==> config.mk <==
export PLATFORM = sky130hd
export DESIGN_NAME = pwm_period_duty_calculator
export DESIGN_NICKNAME = d
export VERILOG_FILES = /design/src/design/pwmc_pkg.sv /design/src/design/pwmc_div.sv /design/src/design/pwm_period_duty_calculator.sv
export SDC_FILE = /design/constraint.sdc
export NUM_CORES = 2
export LEC_CHECK = 0
export ABC_CLOCK_PERIOD_IN_PS = 8900
export BUFFER_PORTS_ARGS = -buffer_cell sky130_fd_sc_hd__buf_2
export CORE_ASPECT_RATIO = 0.8
export CORE_MARGIN = 1.5
export CORE_UTILIZATION = 60
export DETAILED_ROUTE_END_ITERATION = 10
export GPL_TIMING_DRIVEN = 0
export HOLD_SLACK_MARGIN = 0.03
export PLACE_DENSITY = 0.8
export SYNTH_ARGS = -nofsm -noshare
export SYNTH_HDL_FRONTEND = slang
export SYNTH_SLANG_ARGS = --single-unit
==> constraint.sdc <==
create_clock -name clk -period 8.9 [get_ports clk]
set_input_delay 0 -clock clk [delete_from_list [all_inputs] [get_ports clk]]
set_output_delay 0 -clock clk [all_outputs]
set_load 0.01 [all_outputs]
==> src/design/pwmc_pkg.sv <==
// Shared constants and types for the PWM period and duty calculator.
`default_nettype none
package pwmc_pkg;
	localparam int unsigned REF_CLOCK_HZ   = 40000000;
	localparam int unsigned COUNTER_BITS   = 16;
	localparam int unsigned PRESCALE_STEPS = 256;
	localparam int unsigned RES_MIN        = 2;
	localparam int unsigned RES_MAX        = 16;
	localparam int unsigned RES_RESET      = 8;

	localparam int unsigned NUM_W = 33;
	localparam int unsigned DEN_W = 32;

	localparam logic [23:0] FREQ_MIN =
		24'(REF_CLOCK_HZ / PRESCALE_STEPS / (2 ** COUNTER_BITS) + 1);
	localparam logic [23:0] FREQ_MAX = 24'(REF_CLOCK_HZ / 4);
	localparam logic [NUM_W-1:0] CLK_NUM = NUM_W'(REF_CLOCK_HZ);
	localparam logic [NUM_W-1:0] CLK_HI  = NUM_W'(REF_CLOCK_HZ / (2 ** COUNTER_BITS));

	localparam logic [1:0] OP_WRITE = 2'd0;
	localparam logic [1:0] OP_DUTY  = 2'd1;
	localparam logic [1:0] OP_RES   = 2'd2;
	localparam logic [1:0] OP_NONE  = 2'd3;

	localparam logic [1:0] ST_OK      = 2'd0;
	localparam logic [1:0] ST_BAD_FRQ = 2'd1;
	localparam logic [1:0] ST_BAD_RES = 2'd2;

	typedef struct packed {
		logic             start;
		logic [NUM_W-1:0] num;
		logic [DEN_W-1:0] den;
	} div_req_t;
endpackage
`default_nettype wire

==> src/design/pwmc_div.sv <==
// Restoring divider, one quotient bit per cycle.
`default_nettype none
module pwmc_div import pwmc_pkg::*; (
	input  wire logic             clk,
	input  wire logic             arst_n,
	input  wire div_req_t         req,
	output logic                  done,
	output logic [NUM_W-1:0]      quo
);
	logic [DEN_W-1:0] rem_q;
	logic [DEN_W-1:0] den_q;
	logic [NUM_W-1:0] quo_q;
	logic [5:0]       cnt_q;
	logic             busy_q;
	logic             done_q;
	logic [DEN_W:0]   sh;
	logic             ge;

	assign sh = {rem_q, quo_q[NUM_W-1]};
	assign ge = sh >= {1'b0, den_q};

	always_ff @(posedge clk or negedge arst_n) begin
		if (!arst_n) begin
			busy_q <= 1'b0;
			done_q <= 1'b0;
			cnt_q  <= '0;
		end else begin
			done_q <= 1'b0;
			if (req.start) begin
				busy_q <= 1'b1;
				cnt_q  <= 6'(NUM_W);
			end else if (busy_q) begin
				cnt_q <= cnt_q - 6'd1;
				if (cnt_q == 6'd1) begin
					busy_q <= 1'b0;
					done_q <= 1'b1;
				end
			end
		end
	end

	always_ff @(posedge clk) begin
		if (req.start) begin
			rem_q <= '0;
			den_q <= req.den;
			quo_q <= req.num;
		end else if (busy_q) begin
			rem_q <= ge ? DEN_W'(sh - {1'b0, den_q}) : sh[DEN_W-1:0];
			quo_q <= {quo_q[NUM_W-2:0], ge};
		end
	end

	assign done = done_q;
	assign quo  = quo_q;
endmodule
`default_nettype wire

==> src/design/pwm_period_duty_calculator.sv <==
// Top level: PWM timer prescaler search and per-channel compare calculation.
// Busy after accept: resolution sets and rejects emit directly; a duty update runs
// one compare divide; a write runs prescaler and period divides, then one compare
// divide per enabled channel on the shared divider, one result beat per channel.
// One item at a time; in_ready is high only while the sequencer is idle.
// Reset: async active low; all channels to 8-bit resolution, zero, disabled.
`default_nettype none
module pwm_period_duty_calculator import pwmc_pkg::*; #(
	parameter int NUM_CHANNELS = 18
) (
	input  wire logic        clk,
	input  wire logic        arst_n,
	input  wire logic        in_valid,
	output logic             in_ready,
	input  wire logic [1:0]  operation,
	input  wire logic [4:0]  channel,
	input  wire logic [15:0] value,
	input  wire logic [23:0] frequency,
	input  wire logic [4:0]  resolution,
	output logic             out_valid,
	input  wire logic        out_ready,
	output logic [4:0]       out_channel,
	output logic [15:0]      compare_value,
	output logic [15:0]      period_reload,
	output logic [7:0]       prescaler,
	output logic [15:0]      stored_value,
	output logic             channel_on,
	output logic [1:0]       status,
	output logic             last
);
	localparam logic [3:0] S_IDLE  = 4'd0;
	localparam logic [3:0] S_EXEC  = 4'd1;
	localparam logic [3:0] S_DIV1  = 4'd2;
	localparam logic [3:0] S_MUL   = 4'd3;
	localparam logic [3:0] S_DIV2S = 4'd4;
	localparam logic [3:0] S_DIV2  = 4'd5;
	localparam logic [3:0] S_SCAN  = 4'd6;
	localparam logic [3:0] S_CMUL  = 4'd7;
	localparam logic [3:0] S_CDIVS = 4'd8;
	localparam logic [3:0] S_CDIV  = 4'd9;
	localparam logic [3:0] S_EMIT  = 4'd10;

	logic [3:0]  state_q;
	logic [1:0]  op_q;
	logic [15:0] val_q;
	logic [23:0] freq_q;
	logic [4:0]  res_in_q;
	logic [4:0]  idx_q;
	logic [5:0]  scan_q;
	logic        scan_mode_q;
	logic [7:0]  pre_q;
	logic [16:0] period_q;
	logic [31:0] m_q;
	logic [32:0] prod_q;
	logic [15:0] cmp_q;
	logic [1:0]  stat_q;

	logic [4:0]  res_mem_q [NUM_CHANNELS];
	logic [15:0] val_mem_q [NUM_CHANNELS];
	logic [NUM_CHANNELS-1:0] en_q;

	div_req_t    div_req;
	logic        div_done;
	logic [32:0] div_quo;

	logic [4:0]  cur_res;
	logic [4:0]  old_res;
	logic [16:0] fs;
	logic [15:0] clamped;
	logic [31:0] rescaled;
	logic        freq_ok;
	logic        res_ok;
	logic        can_load;
	logic [NUM_CHANNELS-1:0] above;

	pwmc_div u_div (
		.clk    (clk),
		.arst_n (arst_n),
		.req    (div_req),
		.done   (div_done),
		.quo    (div_quo)
	);

	always_comb begin
		cur_res = res_mem_q[idx_q];
		old_res = (cur_res > 5'(RES_MAX)) ? 5'(RES_MAX) : cur_res;
		fs      = (17'd1 << old_res) - 17'd1;
		clamped = ({1'b0, val_q} > fs) ? fs[15:0] : val_q;
		if (res_in_q >= old_res)
			rescaled = {16'd0, val_mem_q[idx_q]} << (res_in_q - old_res);
		else
			rescaled = {16'd0, val_mem_q[idx_q]} >> (old_res - res_in_q);
		freq_ok  = (freq_q >= FREQ_MIN) && (freq_q <= FREQ_MAX);
		res_ok   = (res_in_q >= 5'(RES_MIN)) && (res_in_q <= 5'(RES_MAX));
		can_load = !out_valid || out_ready;
		above    = en_q >> ({1'b0, idx_q} + 6'd1);
	end

	always_comb begin
		div_req.start = 1'b0;
		div_req.num   = prod_q;
		div_req.den   = {15'd0, fs};
		unique case (state_q)
			S_EXEC: begin
				div_req.start = (op_q == OP_WRITE) && freq_ok;
				div_req.num   = CLK_HI;
				div_req.den   = {8'd0, freq_q};
			end
			S_DIV2S: begin
				div_req.start = 1'b1;
				div_req.num   = CLK_NUM;
				div_req.den   = m_q;
			end
			S_CDIVS: div_req.start = 1'b1;
			default: ;
		endcase
	end

	assign in_ready = (state_q == S_IDLE);

	always_ff @(posedge clk or negedge arst_n) begin
		if (!arst_n) begin
			state_q     <= S_IDLE;
			scan_mode_q <= 1'b0;
			out_valid   <= 1'b0;
			period_q    <= '0;
			pre_q       <= '0;
			en_q        <= '0;
			for (int i = 0; i < NUM_CHANNELS; i++) begin
				res_mem_q[i] <= 5'(RES_RESET);
				val_mem_q[i] <= '0;
			end
		end else begin
			if (out_valid && out_ready && state_q != S_EMIT)
				out_valid <= 1'b0;
			unique case (state_q)
				S_IDLE: begin
					if (in_valid && operation != OP_NONE && {27'd0, channel} < NUM_CHANNELS)
						state_q <= S_EXEC;
					scan_mode_q <= 1'b0;
				end
				S_EXEC: begin
					unique case (op_q)
						OP_WRITE: begin
							if (freq_ok) begin
								en_q[idx_q]      <= 1'b1;
								val_mem_q[idx_q] <= clamped;
								state_q          <= S_DIV1;
							end else begin
								state_q <= S_EMIT;
							end
						end
						OP_DUTY: begin
							val_mem_q[idx_q] <= clamped;
							state_q          <= S_CMUL;
						end
						default: begin
							if (res_ok) begin
								res_mem_q[idx_q] <= res_in_q;
								val_mem_q[idx_q] <= rescaled[15:0];
							end
							state_q <= S_EMIT;
						end
					endcase
				end
				S_DIV1: begin
					if (div_done) begin
						pre_q   <= (|div_quo[32:8]) ? 8'(PRESCALE_STEPS - 1) : div_quo[7:0];
						state_q <= S_MUL;
					end
				end
				S_MUL:   state_q <= S_DIV2S;
				S_DIV2S: state_q <= S_DIV2;
				S_DIV2: begin
					if (div_done) begin
						period_q    <= div_quo[16:0];
						scan_mode_q <= 1'b1;
						state_q     <= S_SCAN;
					end
				end
				S_SCAN: begin
					if (scan_q >= 6'(NUM_CHANNELS))
						state_q <= S_IDLE;
					else if (en_q[scan_q[4:0]])
						state_q <= S_CMUL;
				end
				S_CMUL:  state_q <= S_CDIVS;
				S_CDIVS: state_q <= S_CDIV;
				S_CDIV:  if (div_done) state_q <= S_EMIT;
				S_EMIT: begin
					if (can_load) begin
						out_valid <= 1'b1;
						state_q   <= scan_mode_q ? S_SCAN : S_IDLE;
					end
				end
				default: state_q <= S_IDLE;
			endcase
		end
	end

	always_ff @(posedge clk) begin
		unique case (state_q)
			S_IDLE: begin
				op_q     <= operation;
				idx_q    <= channel;
				val_q    <= value;
				freq_q   <= frequency;
				res_in_q <= resolution;
				cmp_q    <= '0;
				stat_q   <= ST_OK;
			end
			S_EXEC: begin
				if (op_q == OP_WRITE && !freq_ok)
					stat_q <= ST_BAD_FRQ;
				else if (op_q == OP_RES && !res_ok)
					stat_q <= ST_BAD_RES;
				scan_q <= '0;
			end
			S_MUL: m_q <= {23'd0, 9'({1'b0, pre_q} + 9'd1)} * {8'd0, freq_q};
			S_SCAN: begin
				if (scan_q < 6'(NUM_CHANNELS)) begin
					idx_q  <= scan_q[4:0];
					scan_q <= scan_q + 6'd1;
				end
			end
			S_CMUL: prod_q <= {17'd0, val_mem_q[idx_q]} * {16'd0, period_q};
			S_CDIV: if (div_done) cmp_q <= div_quo[15:0];
			S_EMIT: begin
				if (can_load) begin
					out_channel   <= idx_q;
					compare_value <= cmp_q;
					period_reload <= (period_q != '0) ? 16'(period_q - 17'd1) : 16'd0;
					prescaler     <= pre_q;
					stored_value  <= val_mem_q[idx_q];
					channel_on    <= en_q[idx_q];
					status        <= stat_q;
					last          <= scan_mode_q ? (above == '0) : 1'b1;
				end
			end
			default: ;
		endcase
	end
endmodule
`default_nettype wire

==> flow_metrics.tcl <==
set metrics [dict create \
    outcome "complete, no violations" \
    setup.worst_path.start_class "flop" \
    die-height_um 265.1 \
    cts_tree "done" \
    finalNonFillerCells 6489 \
    grt_pass1_vias 40373 \
    critPathSlowestCell "fa_1" \
    grt_pass1_wl_um 236800 \
    synth_most_common_cell "nand2_1" \
    wl_per_cell_um 23.76 \
    min_path_type "primary input to flop" \
    fill_cells 6073 \
    syn_area_um2 51540 \
    reg2reg_depth 29 \
    drtIter0Drc 5180 \
    final_antenna_net_count 0 \
    multi_input_area_um2 28870 \
    antenna_found_initial 2 \
    min_period_ns 8.729 \
    synth_nets 5644 \
    hold_viol 0 \
    path_class "flop to flop" \
    relSlewSlack 0.1767 \
    maxCapViolations 0 \
    area_growth_pct 12.50 \
    tightest_slew_ns 1.233 \
    seqPwrFrac 0.271 \
    fin_skew_ns 0.04600 \
    remaining_drc_errors 0 \
    dr.pass1.iters 8 \
    p_per_area_nw_per_um2 366.7 \
    peakVddDrop_mv 0.2602 \
    via_per_inst 6.283 \
    initial_core_util 0.6099 \
    crit_buf_inv 8 \
    report.final.slew_viol_count 0 \
    gp_congestion 0.9833 \
    clk_pin_slew_ns 0.06 \
    p_int_mw 11.42 \
    swShare 0.4630 \
    clkPwrFrac 0.158 \
    clockBufferDepth 3 \
    comb_power_share 0.571 \
    ys_top_cells_by_area "dfrtp_1 (20%), edfxtp_1 (16%), fa_1 (14%)" \
    min_period_over_period 0.9808 \
    power_mw 21.26 \
    ff_latch_area_um2 19690 \
    setup_violations 0 \
    cp_top_family "adder cells" \
    critical-path-max-stage-delay_ns 0.59 \
    hold_path_depth 2 \
    nets 5949 \
    cts.sinks 738 \
    dieWidth_um 330.7 \
    arrival_ns 9.15 \
    grt_max_degree 126 \
    crit_top_cell "fa_1" \
    grt_usage 0.3555 \
    synth.distinct_cells 106 \
    synthTopCellsByCount "nand2_1 (679), inv_1 (480), dfrtp_1 (417)" \
    syn_inst 5005 \
    fmax_mhz 114.6 \
    worstPathRequired_ns 9.32 \
    rrSetupSlack_ns 0.17 \
    cp.depth 29 \
    io_pins 123 \
    core_area_um2 84510 \
    overflow 0 \
    crit_fanout 10 \
    port_buffers 122 \
    cts_inserted_buffers 77 \
    clk_latency_ns 0.69 \
    place_inst 6249 \
    rows 95 \
    synth_top_flop_cell "dfrtp_1" \
    htree_levels 3 \
    root_buffer "clkbuf_16" \
    p_leak_nw 26.18 \
    synthArstFlopShare 0.5894 \
    synth_edf_count 271 \
    ys_ff_latch 738 \
    die_area_um2 87680 \
    synth_top_cell_area_share 0.2025 \
    synth_top_area_cell "dfrtp_1" \
    route.vias.total 40773 \
    hpwl_um 113600 \
    seq_area_frac_synth 0.3820 \
    totalWireLength_um 154200 \
    syn_area_per_cell_um2 10.30 \
    drive_gt1_frac 0.1377 \
    worst_setup_path_end_kind "flop" \
    synth-warning-count 0 \
    antenna_cells 0 \
    p_switching_mw 9.845 \
]
==> power groups by stage <==
stage | combinational, mW | sequential [mW] | clock, mW
2_1_floorplan | 8.33 | 5.52 | 0
3_3_place_gp | 11.1 | 5.74 | 0
3_5_place_dp | 11.5 | 5.76 | 0
4_1_cts | 11.7 | 5.72 | 3.35
5_1_grt | 13.2 | 5.85 | 3.50
6_report | 12.2 | 5.76 | 3.35
==> cells in the final DEF (no fill, tap or decap), types with 90 or more instances in the layout <==
master / n
inv_1: 479
dfrtp_1: 417
ha_1: 217
and2_1: 132
a21oi_1: 166
nor2_1: 203
buf_2: 141
mux2i_1: 152
nand2_1: 668
nand3_1: 110
nor2b_1: 90
edfxtp_1: 271
o21ai_0: 284
fa_1: 365
mux2_2: 172
clkbuf_1: 247
==> kinds of logic (layout without fill, tap and decap cells) <==
logic type	after synthesis	in the layout	synth area share
compound gates	913	913	0.1140
simple gates	1472	1472	0.1350
fa+ha+maj	583	583	0.1947
flops	738	738	0.3820
xor+xnor	101	101	0.01716
mux	386	386	0.09225
buf+inv	812	1181	0.06499
==> worst reg2reg max path: cells and delay by family (launching register included) <==
| kind | cells | cell delay, ns |
|---|---|---|
| adders and majority gates | 7 | 3.51 |
| and+or+nand+nor | 4 | 0.94 |
| muxes | 1 | 0.37 |
| buffers and inverters | 8 | 1.18 |
| xor gates and xnor gates | 1 | 0.08 |
| AOI/OAI and AO/OA | 8 | 1.86 |
| DFF | 1 | 0.51 |
==> per-layer routing <==
layer	vias to the layer above	wire (um)	track usage
met5	-	0	0
met4	0	5541	0.1218
met3	380	19390	0.09583
met2	2590	66700	0.5197
met1	20187	62540	0.5131
li1	17616	-	-
==> path summary, 6_finish.rpt <==
check,start,endpoint
worst min-delay path,frequency[5],freq_q[5]
max in group asynchronous,arst_n,val_mem_q[88]
min in group asynchronous,arst_n,res_mem_q[73]
worst min register to register,cmp_q[14],compare_value[14]
worst max register to register,idx_q[1],prod_q[32]
worst max-delay path,idx_q[1],prod_q[32]
==> state kept, by name, indices dropped and copies added (netlist names), 24 cells and up <==
name         cells
u_div.den_q     32
val_mem_q      288
u_div.rem_q     32
res_mem_q       90
u_div.quo       33
freq_q          24
m_q             32
prod_q          33
==> layout make-up <==
type / instances / area share
Buffer: 309 / 0.02946
Clock buffer: 109 / 0.03722
Clock inverter: 34 / 0.007876
Inverter: 485 / 0.03140
Multi-Input combinational cell: 3455 / 0.4979
Sequential cell: 738 / 0.3395
Tap cell: 1115 / 0.02406
Timing Repair Buffer: 244 / 0.03258
==> timing repair <==
item | in CTS | in global routing
setup buffers | 12 | 19
pin swaps | 9 | 21
endpoints found under the setup margin | 19 | 8
hold buffers | 84 | 0
resized for setup | 87 | 72
gates cloned | 0 | 0
hold endpoints to repair | 202 | 0
==> through the flow <==
stage	hold slack [ns]	TNS (ns)	setup slack [ns]	util	area (um^2)
after floorplan	-0.2956	0	0.7976	-	51540
after global placement	0.1764	-344.79	-1.476	0.6336	53550
final	0.04352	0	0.1709	0.6861	57980
after global routing	0.04343	-0.01651	-0.01651	0.6861	57980
after CTS	0.03025	0	0.01113	0.6814	57580
after detailed placement	0.01545	-14.89	-1.560	0.6359	53740
No activity file was read; power rests on OpenSTA's default activity.
